`config.mk`:
```
export PLATFORM = sky130hd
export DESIGN_NAME = pcmc_ctrl
export DESIGN_NICKNAME = d
export VERILOG_FILES = /design/src/pcmc_pkg.sv /design/src/pcmc_ctrl.sv
export SDC_FILE = /design/constraint.sdc
export NUM_CORES = 1
export LEC_CHECK = 0
export ABC_AREA = 1
export BUFFER_PORTS_ARGS = -buffer_cell sky130_fd_sc_hd__buf_4
export CAP_MARGIN = 15
export CORE_AREA = 2 2 39 41
export DETAILED_ROUTE_END_ITERATION = 7
export DIE_AREA = 0 0 41 43
export GPL_TIMING_DRIVEN = 0
export PLACE_DENSITY = 0.45
export RECOVER_POWER = 50
export SYNTH_ARGS = -nofsm -noshare
export SYNTH_HDL_FRONTEND = slang
export SYNTH_SLANG_ARGS = --single-unit
```
`constraint.sdc`:
```
create_clock -name clk_i -period 1.9 [get_ports clk_i]
set_input_delay 0.095 -clock clk_i [delete_from_list [all_inputs] [get_ports clk_i]]
set_output_delay 0.095 -clock clk_i [all_outputs]
set_load 0.01 [all_outputs]
```
`src/pcmc_pkg.sv`:
```
// ----------------------------------------------------------------------------
// pcmc_pkg
// Shared types, register indexes, controller commands and AES helpers for
// the payload counter mode cipher.
// ----------------------------------------------------------------------------
package pcmc_pkg;

  localparam int unsigned BlockBytes = 16;
  localparam int unsigned PosW       = $clog2(BlockBytes);
  localparam int unsigned CfgIdxW    = 3;
  localparam int unsigned CfgDataW   = 64;

  typedef enum logic [CfgIdxW-1:0] {
    REG_KEY_LOW     = 3'd0,
    REG_KEY_HIGH    = 3'd1,
    REG_DEV_ADDR    = 3'd2,
    REG_FRAME_COUNT = 3'd3,
    REG_DIRECTION   = 3'd4
  } cfg_reg_e;

  // Commands from the controller to the datapath.
  typedef struct packed {
    logic load_blk;    // load counter block and round key 0
    logic round_step;  // run one AES round
    logic take_ks;     // latch the state as keystream
    logic emit;        // XOR the pending byte into the output register
  } pcmc_cmd_t;

  // Status from the datapath to the controller.
  typedef struct packed {
    logic last_round;
    logic block_start;
  } pcmc_sts_t;

  localparam logic [7:0] SBOX [256] = '{
    8'h63,8'h7c,8'h77,8'h7b,8'hf2,8'h6b,8'h6f,8'hc5,8'h30,8'h01,8'h67,8'h2b,8'hfe,8'hd7,8'hab,8'h76,
    8'hca,8'h82,8'hc9,8'h7d,8'hfa,8'h59,8'h47,8'hf0,8'had,8'hd4,8'ha2,8'haf,8'h9c,8'ha4,8'h72,8'hc0,
    8'hb7,8'hfd,8'h93,8'h26,8'h36,8'h3f,8'hf7,8'hcc,8'h34,8'ha5,8'he5,8'hf1,8'h71,8'hd8,8'h31,8'h15,
    8'h04,8'hc7,8'h23,8'hc3,8'h18,8'h96,8'h05,8'h9a,8'h07,8'h12,8'h80,8'he2,8'heb,8'h27,8'hb2,8'h75,
    8'h09,8'h83,8'h2c,8'h1a,8'h1b,8'h6e,8'h5a,8'ha0,8'h52,8'h3b,8'hd6,8'hb3,8'h29,8'he3,8'h2f,8'h84,
    8'h53,8'hd1,8'h00,8'hed,8'h20,8'hfc,8'hb1,8'h5b,8'h6a,8'hcb,8'hbe,8'h39,8'h4a,8'h4c,8'h58,8'hcf,
    8'hd0,8'hef,8'haa,8'hfb,8'h43,8'h4d,8'h33,8'h85,8'h45,8'hf9,8'h02,8'h7f,8'h50,8'h3c,8'h9f,8'ha8,
    8'h51,8'ha3,8'h40,8'h8f,8'h92,8'h9d,8'h38,8'hf5,8'hbc,8'hb6,8'hda,8'h21,8'h10,8'hff,8'hf3,8'hd2,
    8'hcd,8'h0c,8'h13,8'hec,8'h5f,8'h97,8'h44,8'h17,8'hc4,8'ha7,8'h7e,8'h3d,8'h64,8'h5d,8'h19,8'h73,
    8'h60,8'h81,8'h4f,8'hdc,8'h22,8'h2a,8'h90,8'h88,8'h46,8'hee,8'hb8,8'h14,8'hde,8'h5e,8'h0b,8'hdb,
    8'he0,8'h32,8'h3a,8'h0a,8'h49,8'h06,8'h24,8'h5c,8'hc2,8'hd3,8'hac,8'h62,8'h91,8'h95,8'he4,8'h79,
    8'he7,8'hc8,8'h37,8'h6d,8'h8d,8'hd5,8'h4e,8'ha9,8'h6c,8'h56,8'hf4,8'hea,8'h65,8'h7a,8'hae,8'h08,
    8'hba,8'h78,8'h25,8'h2e,8'h1c,8'ha6,8'hb4,8'hc6,8'he8,8'hdd,8'h74,8'h1f,8'h4b,8'hbd,8'h8b,8'h8a,
    8'h70,8'h3e,8'hb5,8'h66,8'h48,8'h03,8'hf6,8'h0e,8'h61,8'h35,8'h57,8'hb9,8'h86,8'hc1,8'h1d,8'h9e,
    8'he1,8'hf8,8'h98,8'h11,8'h69,8'hd9,8'h8e,8'h94,8'h9b,8'h1e,8'h87,8'he9,8'hce,8'h55,8'h28,8'hdf,
    8'h8c,8'ha1,8'h89,8'h0d,8'hbf,8'he6,8'h42,8'h68,8'h41,8'h99,8'h2d,8'h0f,8'hb0,8'h54,8'hbb,8'h16
  };

  function automatic logic [7:0] xt(input logic [7:0] x);
    return {x[6:0], 1'b0} ^ (x[7] ? 8'h1b : 8'h00);
  endfunction

endpackage

```
`src/pcmc_ctrl.sv`:
```
// ----------------------------------------------------------------------------
// pcmc_ctrl
// Controller: accepts bytes, sequences the ten AES rounds at a block start
// and drives the output register.
// ----------------------------------------------------------------------------
module pcmc_ctrl
  import pcmc_pkg::*;
(
  input  logic      clk_i,
  input  logic      rst_ni,
  input  logic      in_valid,
  output logic      in_stall,
  output logic      out_valid,
  input  logic      out_stall,
  input  pcmc_sts_t sts_i,
  output pcmc_cmd_t cmd_o
);

  localparam logic [1:0] StIdle  = 2'd0;
  localparam logic [1:0] StRound = 2'd1;
  localparam logic [1:0] StEmit  = 2'd2;

  logic [1:0] state_q, state_d;
  logic       ovalid_q, ovalid_d;
  logic       out_free, accept;

  assign out_free  = !ovalid_q || !out_stall;
  assign in_stall  = (state_q != StIdle);
  assign accept    = in_valid && !in_stall;
  assign out_valid = ovalid_q;

  always_comb begin
    state_d = state_q;
    ovalid_d = ovalid_q && out_stall;
    cmd_o = '0;
    unique case (state_q)
      StIdle: begin
        if (accept) begin
          if (sts_i.block_start) begin
            cmd_o.load_blk = 1'b1;
            state_d = StRound;
          end else begin
            state_d = StEmit;
          end
        end
      end
      StRound: begin
        cmd_o.round_step = 1'b1;
        if (sts_i.last_round) begin
          cmd_o.take_ks = 1'b1;
          state_d = StEmit;
        end
      end
      StEmit: begin
        if (out_free) begin
          cmd_o.emit = 1'b1;
          ovalid_d = 1'b1;
          state_d = StIdle;
        end
      end
      default: state_d = StIdle;
    endcase
  end

  always_ff @(posedge clk_i or negedge rst_ni) begin
    if (!rst_ni) begin
      state_q  <= StIdle;
      ovalid_q <= 1'b0;
    end else begin
      state_q  <= state_d;
      ovalid_q <= ovalid_d;
    end
  end

`ifndef SYNTH
  a_no_accept_busy: assert property (@(posedge clk_i) disable iff (!rst_ni)
    (state_q != StIdle) |-> !accept) else $error("Byte accepted while busy.");
  a_emit_to_idle: assert property (@(posedge clk_i) disable iff (!rst_ni)
    cmd_o.emit |=> (state_q == StIdle && ovalid_q)) else $error("Emit did not complete.");
  a_round_after_load: assert property (@(posedge clk_i) disable iff (!rst_ni)
    cmd_o.load_blk |=> (state_q == StRound)) else $error("Load not followed by rounds.");
`endif

endmodule

```
==> results of run 1 <==
[worst max-delay path, delay by kind of cell, from the launching register on]
kind          cells  cell delay, ns
simple gates      3            0.37
flops             1            0.39
buf+inv           1            0.12
[sequential cells by signal (all words and copies together) (netlist names)]
signal,flops
state_q,2
out_valid,1
[metrics by stage]
stage / utilization, % / total power, mW
6_report: 22.0 / 0.422
5_1_grt: 22.0 / 0.467
4_1_cts: 22.7 / 0.450
3_5_place_dp: 20.1 / 0.332
3_3_place_gp: 20.1 / 0.331
2_1_floorplan: - / 0.234
[logic make-up after synthesis]
group / after synthesis / share of synthesized area, %
AO/OA/AOI/OAI: 3 / 10.7
buffers and inverters: 6 / 12.9
AND/OR/NAND/NOR: 14 / 33.6
flip-flops: 3 / 42.9
[area by class of cell]
cell class / count / area (um2)
Fill cell: 168 / 1080
Timing Repair Buffer: 12 / 85.1
Sequential cell: 3 / 75.1
Multi-Input combinational cell: 17 / 75.1
Clock buffer: 4 / 26.3
Inverter: 6 / 22.5
Tap cell: 16 / 20.0
[power groups by stage]
stage          combinational (mW)  clock (mW)  sequential, mW
2_1_floorplan               0.109           0           0.125
3_3_place_gp                0.207           0           0.124
3_5_place_dp                0.208           0           0.124
4_1_cts                     0.210       0.117           0.123
5_1_grt                     0.220       0.122           0.125
6_report                    0.193       0.110           0.118
[cell usage in the layout, fill, tap and decap left out, drive strengths merged]
cell type,synthesis,routed
nor2,3,3
dfrtp,3,3
o21ai,1,1
clkbuf,0,6
dlygate4sd3,0,1
nand2,9,9
nand4,1,1
a21oi,2,2
buf,0,9
nand3,1,1
inv,6,6
[layer usage]
layer / wire length [um] / vias up / part of all wire [%]
li1: - / 109 / -
met2: 218 / 6 / 55
met4: 0 / 0 / 0
met5: 0 / - / 0
met3: 41 / 0 / 10
met1: 133 / 92 / 34
[worst min path at each step]
stage,startpoint,to,slack [ns],cells after the start
after floorplan,rst_ni,out_valid,-0.20,0
after global placement,rst_ni,state_q[0],-0.11,1
after detailed placement,rst_ni,state_q[1],-0.11,1
after CTS,out_stall,out_valid,0.09,3
after global routing,out_stall,out_valid,0.11,3
final,out_stall,out_valid,0.09,3
==> impl.org, run 1 <==
** Power and ir drop
- Share of power burned in combinational logic :: roughly 46%
- Summed over all cells, the static leakage comes to 0.175 nW.
- Psw :: 0.163 mW
- IR analysis of the VDD net gives a maximum drop of 0.267 mV.
- P_int :: 0.259 mW
- Net switching is 38.6% of the power.
- In this run the power density over the cells is 1390 mW/mm2.
- Clock power share :: between 20% and 30%
- Register share of total power :: roughly 28%

** Cells and area
- Nets :: 49
- Area of all placed cells without fillers :: between 300 and 400 um2
- 0 antenna diodes ended up in the layout.
- Area Overhead vs Synth :: 73.6%
- In the final layout, the share of cells above drive strength 1 is 33.3%.
- Once layout is complete, the cells apart from fillers number 58.

** Die
- The die covers 0.00176 mm2.
- From bottom edge to top edge, the die measures 43 um.
- Row count :: 14
- Core area :: 0.00138 mm2
- Starting utilization of the core area :: 12.7%
- Floorplan die width :: just over 40 um
- Boundary pin count :: 12

** Detailed routing
- Avg WL per Cell :: 6.78 um
- In this run, the number of DRC markers left after iteration 0 of detailed routing was 1.
- In the routed design, unresolved DRC markers number 0.
- DR pass1 iterations :: 4
- Final wirelength :: 393 um
- Once detail routing completed, the nets flagged for antenna violations numbered 0.
- Dividing the detail-routed via count by the number of cells gives 3.57.
- Across all layers, the routed design uses ~210 vias.

** STA
- The max-slew violation count came to 0.
- Based on the critical path, the design can be clocked at up to 0.821 GHz.
- Final min period :: 1.22 ns
- The tightest hold path in the finished design has a slack of 0.0910 ns.
- Number of endpoints failing setup at the final stage :: 0
- Setup repair after global routing left no endpoint under its margin.
- Headroom to the max-slew limit came out at a little under 90%.
- Count of endpoints failing hold in the final timing report :: 0
- Setup TNS :: 0 ns
- Once routing completed, OpenROAD measured the worst setup slack at just under 0.7 ns.
- Slew @ Worst Pin :: 0.189 ns
- Final worst-path cycle share :: 64.1%
- Clk_skew :: 0.00145 ns

** Setup path
- CP Launch Point :: state_q[0]
- Slack of the worst reg-to-reg path :: 1.01 ns
- The signal on the critical path passes through nor2_1, nand2_1, nor2_1, buf_4.
- Worst Setup Path Type :: flip-flop to primary output
- Crit path top cell by count :: sky130_fd_sc_hd__nor2_1
- The worst setup path is captured at a primary output.
- Reg2Reg Capture Point :: state_q[1]
- Following the worst setup path forward leads to its endpoint at cmd_o[3].
- Top fanout value on the critical path :: 4
- Measured in cells, the most critical reg-to-reg path has a length of 4.
- At the worst endpoint, the arrival time is between 1 and 1.5 ns.
- The startpoint identified for the worst register-to-register timing path is state_q[0].
- CP Launch Type :: flip-flop
- Data on the critical path is required at its endpoint by 1.80 ns.
- Slowest stage cell, crit path :: sky130_fd_sc_hd__dfrtp_1
- Largest stage delay on the critical path :: 0.39 ns

** GRT
- Busiest grt layer :: met2
- In the global route stage, met2 resource usage came out at 8.75%.
- Met1 Track Usage GR :: 4.21%
- Global routing used 1.57% of the available met3 tracks.
- Vias in the first global route :: 186
- In the global route stage, overall resource usage came out at between 5 and 6%.
- Largest net degree at the start of global routing :: 5
- Global routing finished with a remaining overflow of 0.
- First-pass GRT wire length :: 593 um
- Antenna violations before repair :: 0

** Place
- Input and output buffers added on the ports amount to 11.
- Sum of net half-perimeters after detailed placement :: between 300 and 400 um
- At the end of routability-driven placement, the weighted congestion stood at 0.649.
- OpenSTA, run right after detailed placement, puts the worst setup slack at 0.947 ns.
- Total placed instance area :: approximately 280 um2
- In this run, placement finished with an instance count of 53.

** Clocking
- Number of gates resized after cts :: 0
- Post-CTS setup repair buffer count :: 0
- CTS built an H-tree with a depth of 1.
- Clk Tree Root Cell :: sky130_fd_sc_hd__clkbuf_4
- Clock Tree Buf Depth :: 2
- For the worst-skew pair, the clock arrives at the later sink with an insertion delay of 0.23 ns.
- Sinks on Clock Net :: 3
- Hold_buf cts :: 1
- Number of buffers created by CTS :: 3
- Clock tree from TritonCTS :: done
- Clock-pin slew was measured on the worst setup and hold paths at 0.04 ns.

** Logic synthesis
- The most used flip-flop cell after synthesis is sky130_fd_sc_hd__dfrtp_1.
- The number of nets in the synthesized netlist is 32.
- The cell area that synthesis handed to floorplanning was 175 um2.
- The synthesized netlist contains 11 unique library cells.
- Average instance area after synthesis :: 6.74 um2
- Cells after Synth :: 26
- Counting flops and latches in the post-synthesis netlist gives 3.
- Most used standard cell by instance count after synthesis :: sky130_fd_sc_hd__nand2_1
- Share of async-settable or async-resettable flops after synthesis :: between 90% and 100%
- Yosys mapped a number of flops with a built-in enable equal to 0.
- After synthesis, the most frequently instantiated cells are sky130_fd_sc_hd__nand2_1, sky130_fd_sc_hd__inv_1, sky130_fd_sc_hd__dfrtp_1.
- Total number of yosys warnings :: 0
- Share of the yosys chip area belonging to registers :: between 40 and 50%
- Dominant cell type by area after synthesis :: sky130_fd_sc_hd__dfrtp_1
- Post-synth top area share :: 42.9%
- Yosys attributes the largest share of cell area to sky130_fd_sc_hd__dfrtp_1, sky130_fd_sc_hd__nand2_1, sky130_fd_sc_hd__inv_1.

** Flow run
- Max-cap violations :: 0

** Status
- Run status :: finished clean

** Min path
- The path class of the tightest hold or removal check is input port to flip-flop.
Power figures use the tool's default switching activity.
==> inputs of run 2 (changes only) <==
--- a/config.mk
+++ b/config.mk
@@ -12,7 +12,7 @@
 export DETAILED_ROUTE_END_ITERATION = 7
 export DIE_AREA = 0 0 41 43
 export GPL_TIMING_DRIVEN = 0
-export PLACE_DENSITY = 0.45
+export PLACE_DENSITY = 0.46
 export RECOVER_POWER = 50
 export SYNTH_ARGS = -nofsm -noshare
 export SYNTH_HDL_FRONTEND = slang
==> constraint.sdc (replaced) <==
create_clock -name clk_i -period 1 [get_ports clk_i]
set_input_delay 0.05 -clock clk_i [delete_from_list [all_inputs] [get_ports clk_i]]
set_output_delay 0.05 -clock clk_i [all_outputs]
set_load 0.01 [all_outputs]
==> run 2 against run 1 <==
Compared with the run above: the run now ends with negative setup slack left; first-iteration DRC count decreased by 100%; sequential power rose by 94%; global-route usage rose by 0.91 points; routed wire length is 8.7% higher; count of clock-buffer cells in the layout did not move; clock skew fell by 0.00059 ns; flip-flop and latch count stayed put; final cell count grew 6.9%; setup slack worse by 0.81 ns; largest power group unchanged.
==> impl.org, run 2 (synthesis results as in run 1) <==
** Status
- Run status :: finished with violations
- Violations in the final reports :: negative setup slack

** Clocking
- Max H-tree Level :: 1
- In this run the clock root is driven by a sky130_fd_sc_hd__clkbuf_4.
- For the worst-skew pair, the clock arrives at the later sink with an insertion delay of 0.23 ns.
- Counting along the longest clock path gives a buffer depth of 2.
- Number of buffers created by CTS :: 3
- TritonCTS built the clock tree.
- CTS saw 3 sinks.
- Clock slew seen by the registers of the worst setup and hold paths :: approximately 0.03 ns

** GRT
- First-pass GRT wire length :: 717 um
- Summed over all layers, the global routing overflow is 0.
- The number of global-route vias before repair is 222.
- The number of antenna violations at the first check in global routing was 0.
- Entering global routing, the biggest net connects 5 pins.
- GRT Total Usage :: 6.54%

** Detailed routing
- Final wirelength :: 427 um
- Dividing the detail-routed wire length by the instance count gives 6.89 um.
- Antenna Violating Nets Remaining :: 0
- Dividing the detail-routed via count by the number of cells gives 3.52.
- Post-route DRC :: 0
- Vias after detailed routing :: approximately 220
- DRT iter0 DRCs :: 0
- DR pass1 iterations :: 1

** Cells and area
- The library cell used most frequently in the layout, excluding fill and tap cells, is sky130_fd_sc_hd__buf_4.
- Relative to the synthesized area, the layout overhead comes to 114%.
- Commonest non-fill, non-tap cells in the layout :: sky130_fd_sc_hd__buf_4, sky130_fd_sc_hd__nand2_1, sky130_fd_sc_hd__inv_1
- Largest Register :: state_q
- The register with the most flip-flops in the layout has 2 of them.
- Nets :: 53
- Fraction of final layout cells sized beyond drive strength 1 :: 56.5%
- Inserted Diodes :: 0

** Die
- Row count :: 14
- Total die area :: 0.00176 mm2
- Y dimension of the die :: 43 um
- In this run the standard cell core region covers 0.00138 mm2.
- Starting utilization of the core area :: 12.7%
- Boundary pin count :: 12
- Floorplan die width :: roughly 41 um

** STA
- Final min period :: 1.13 ns
- In the finished design, the share of the clock period the worst path needs comes to 113%.
- In this run the tightest slew margin relative to its limit is 89.4%.
- Clock skew on the completed layout was measured at around 0.00086 ns.
- Setup violations remaining at the end of the flow were counted as 4.
- Setup WS post-layout :: -0.126 ns
- The number of failing hold endpoints at the final stage was 0.
- For the pin with the worst max-slew slack, the measured transition is 0.158 ns.
- Static timing analysis puts the maximum clock frequency at 0.888 GHz.
- Final Max Slew Viols :: 0
- Setup repair after global routing could not meet its margin everywhere.

** Place
- Count of buffers from port buffering :: 11
- Sum of net half-perimeters after detailed placement :: 327 um
- Prior to clock tree synthesis, the placed netlist has a worst setup slack of 0.0871 ns.
- Routability-driven placement finished with a final weighted congestion of roughly 0.65.

** Power and ir drop
- Power after layout :: about 1.0 mW
- Power spread over the standard cell area amounts to about 2800 mW/mm2.
- In this run the static leakage power is 0.203 nW.
- Maximum resistive drop on vdd :: 0.717 mV

** Setup path
- In this run the worst path has a maximum fanout of 3.
- Type of element capturing the critical path :: primary output
- The worst setup path is launched from a flip-flop.
- The worst setup path is of the flip-flop to primary output kind.
- Required time of the critical path :: 0.95 ns
- Critical Path AT :: 1.08 ns

** Flow run
- Max-cap violations :: 0

** Min path
- Class of the worst hold path :: input port to flip-flop
-- run 2: changes by cell type in the layout (fill, tap and decap cells not counted), sizes merged --
cell    before  now
buf          9   14
clkbuf       6    5
-- run 2: critical path, stage by stage, from the launching register on --
cell	delay [ns]
sky130_fd_sc_hd__dfrtp_1	0.39
sky130_fd_sc_hd__nor2_2	0.14
sky130_fd_sc_hd__nand2_1	0.08
sky130_fd_sc_hd__nor2_1	0.11
sky130_fd_sc_hd__buf_4	0.12
-- run 2: through the flow --
stage	cell area, um2	TNS [ns]	hold WS, ns	util, %	cells
floorplan	175	0	-0.246	-	26
global placement	278	0	-0.158	20.1	53
detailed placement	278	0	-0.159	20.1	53
CTS	357	-0.386	0.0494	25.8	62
global route	374	-0.679	0.0747	27.0	62
finish	374	-0.372	0.0531	27.0	62
-- run 2: per-layer routing --
layer  track usage [%]  routed length, um  vias to the layer above
met3              1.57                 31                        0
li1                  -                  -                      118
met2              10.3                263                        5
met4              8.00                  0                        0
met5                 0                  0                        -
met1              5.50                132                       95
-- run 2: repair_timing --
action,4_1_cts,5_1_grt
setup endpoints to repair,4,7
gates resized for setup,4,5
pin swaps,2,1
hold buffers,1,0
endpoints found under the hold margin,3,0
setup buffers,4,0
-- run 2: final cells by class --
cell class | instances | area (um2)
clock buffer | 4 | 26.3
multi-input combinational | 17 | 101
sequential | 3 | 75.1
inverter | 6 | 25.0
tap | 16 | 20.0
fill | 163 | 1010
timing repair buffer | 16 | 126
-- run 2: worst paths after layout --
| check | cells after the start | endpoint | slack, ns | from |
|---|---|---|---|---|
| setup / recovery | 4 | cmd_o[3] | -0.13 | state_q[1] |
| hold / removal | 3 | out_valid | 0.05 | out_stall |
| setup reg to reg | 6 | state_q[1] | 0.03 | state_q[1] |
| hold reg to reg | 2 | out_valid | 0.55 | out_valid |
| max in group asynchronous | 2 | out_valid | 0.69 | rst_ni |
| min in group asynchronous | 2 | state_q[0] | 0.15 | rst_ni |
-- run 2: power by group --
part	leakage [nW]	switching (mW)	internal, mW	total (mW)
Combinational	0.150	0.277	0.325	0.602
Sequential	0.0380	0.0551	0.174	0.229
Clock	0.0150	0.0585	0.149	0.208
Total	0.203	0.391	0.648	1.04
==> inputs of run 3 (changes only) <==
--- a/config.mk
+++ b/config.mk
@@ -14,6 +14,7 @@
 export GPL_TIMING_DRIVEN = 0
 export PLACE_DENSITY = 0.46
 export RECOVER_POWER = 50
+export SETUP_SLACK_MARGIN = 0.4
 export SYNTH_ARGS = -nofsm -noshare
 export SYNTH_HDL_FRONTEND = slang
 export SYNTH_SLANG_ARGS = --single-unit
==> run 3 against run 2 <==
Compared with the run above: the flow still finishes with violations (negative setup slack); hold slack got worse by 0.0018 ns; cell area fell by 1.3%; power fell by 1.5%; critical path type unchanged; largest cell class unchanged.
==> impl.org, run 3 (synthesis results as in run 1) <==
** STA
- Final min period :: 1.12 ns
- Setup repair after global routing could not meet its margin everywhere.
- Setup violations remaining at the end of the flow were counted as 4.
- Slew @ Worst Pin :: 0.163 ns
- Setup WS post-layout :: -0.116 ns
- The number of failing hold endpoints at the final stage was 0.
- Static timing analysis puts the maximum clock frequency at 0.896 GHz.
- Worst slew slack as a fraction of its limit :: approximately nine tenths
- Worst hold-check slack :: 0.0513 ns
- Across the routed clock network, the largest skew measured is about 0.0032 ns.
- Final Max Slew Viols :: 0
- Setup TNS :: -0.263 ns
- Dividing the final minimum period by the clock period gives 112%.

** Place
- At the end of routability-driven placement, the weighted congestion stood at between 0.6 and 0.7.
- Count of buffers from port buffering :: 11

** Flow run
- Max-cap violations in this run came to 0.

** Clocking
- Clock slew seen by the registers of the worst setup and hold paths :: roughly 0.040 ns
- Counting the buffers created by CTS gives 3.
- The clock drives 3 sinks.
- Max H-tree Level :: 1
- Clk Tree Root Cell :: sky130_fd_sc_hd__clkbuf_4
- TritonCTS built the clock tree.
- Clock Tree Buf Depth :: 2
- The clock reaches the later pin of the worst-skew pair after 0.23 ns.

** Cells and area
- The register with the most flip-flops in the final layout is state_q.
- Leaving out fill and tap cells, the most frequent cell in the layout is sky130_fd_sc_hd__buf_4.
- The library cells used most frequently in the layout, excluding fill and tap cells, are sky130_fd_sc_hd__buf_4, sky130_fd_sc_hd__nand2_1.
- The number of antenna diodes in the final layout is 0.
- Nets :: 53
- Fraction of final layout cells sized beyond drive strength 1 :: between 60% and 70%
- Compared with the post-synthesis result, the final layout area differs by 111%.
- The register with the most flip-flops in the layout has 2 of them.

** Power and ir drop
- The share of total power dissipated in sequential elements is 22.9%.
- P_leak :: 0.201 nW
- Maximum resistive drop on vdd :: 0.815 mV
- Combinational logic burns a little under three fifths of the power.
- Share of total power consumed by net switching :: between 30% and 40%
- Psw :: 0.380 mW
- Per report_power, the clock group accounts for a little over a fifth of the total.
- Areal power density over the cells :: 2770 mW/mm2
- Internal power comes to 0.642 mW.

** Detailed routing
- The first detailed-routing pass ran for 2 iterations.
- Antenna Violating Nets Remaining :: 0
- Avg WL per Cell :: 6.89 um
- For this run, design rule violations remaining after detail routing come to 0.
- The final route contains 220 vias.
- DRT iter0 DRCs :: 1
- Final wirelength :: 427 um
- Ratio of routed vias to standard cells :: 3.55

** Die
- Boundary pin count :: 12
- Y dimension of the die :: 43 um
- Total die area :: 0.00176 mm2
- Floorplan die width :: 41 um
- The initialized floorplan defines 14 standard-cell rows.
- Core area :: 0.00138 mm2
- Once the floorplan was initialized, standard cells occupied 12.7% of the core.

** Setup path
- Along the worst path, the maximum fanout reaches 3.
- Data on the critical path arrives at its endpoint at 1.07 ns.
- Required time of the critical path :: 0.95 ns
- CP Launch Type :: flip-flop
- The critical path in this run is classified as flip-flop to primary output.
- The worst setup path is captured at a primary output.

** GRT
- The number of antenna violations at the first check in global routing is 0.
- Largest net degree at the start of global routing :: 5
- For this run the aggregate overflow at the end of global routing stands at 0.
- For this run, the total global-route usage over all layers was measured as 7.25%.
- The first global-routing pass estimated 772 um of wire.
- Vias in the first global route :: 213

** Status
- Run status :: finished with violations
- Violations in the final reports :: negative setup slack

** Min path
- Class of the worst hold path :: input port to flip-flop
## run 3: power groups by stage
stage | clock, mW | combinational [mW] | sequential, mW
floorplan | 0 | 0.226 | 0.241
global placement | 0 | 0.410 | 0.239
detailed placement | 0 | 0.413 | 0.239
CTS | 0.230 | 0.531 | 0.241
global route | 0.249 | 0.633 | 0.243
finish | 0.215 | 0.573 | 0.235
## run 3: area by class of cell
type,instances,area (um2)
fillers,162,1010
repair buffers,16,130
multi-input cells,17,95.1
flip-flops and latches,3,75.1
clock buffers,4,26.3
inverters,6,22.5
well taps,16,20.0
## run 3: worst paths after layout
path / startpoint / endpoint / slack [ns] / cells past startpoint
setup / recovery: state_q[1] / cmd_o[3] / -0.12 / 4
hold / removal: out_stall / out_valid / 0.05 / 3
setup reg to reg: state_q[1] / state_q[0] / 0.03 / 4
hold reg to reg: state_q[1] / state_q[1] / 0.61 / 3
max in group asynchronous: rst_ni / state_q[0] / 0.70 / 2
min in group asynchronous: rst_ni / state_q[1] / 0.15 / 2
## run 3: routing by layer
metal	vias up	global-route usage [%]	wire length, um
li1	118	-	-
met1	97	7.79	165
met2	5	8.44	235
met3	0	4.71	26
met4	0	8.00	0
met5	-	0	0
## run 3: what timing repair did
item | CTS | global route
endpoints found under the hold margin | 3 | 0
hold buffers | 1 | 0
cloned | 0 | 0
setup endpoints to repair | 9 | 9
setup buffers | 3 | 1
pin swaps | 2 | 2
gates resized for setup | 4 | 2
## run 3: metrics by stage
| step | util [%] | instance area (um2) | power (mW) | setup slack, ns | instances |
|---|---|---|---|---|---|
| 6_report | 26.7 | 369 | 1.02 | -0.116 | 62 |
| 5_1_grt | 26.7 | 369 | 1.12 | -0.217 | 62 |
| 4_1_cts | 26.0 | 360 | 1.00 | -0.149 | 61 |
| 3_5_place_dp | 20.7 | 287 | 0.653 | 0.106 | 53 |
| 3_3_place_gp | 20.7 | 287 | 0.649 | 0.100 | 53 |
| 2_1_floorplan | - | 184 | 0.466 | 0.203 | 26 |
## run 3: worst max-delay path, cell delays in order (launching register included)
cell and delay, ns:
sky130_fd_sc_hd__dfrtp_1 0.40, sky130_fd_sc_hd__nor2_2 0.17, sky130_fd_sc_hd__nand2_2 0.08, sky130_fd_sc_hd__nor2_2 0.07, sky130_fd_sc_hd__buf_4 0.12
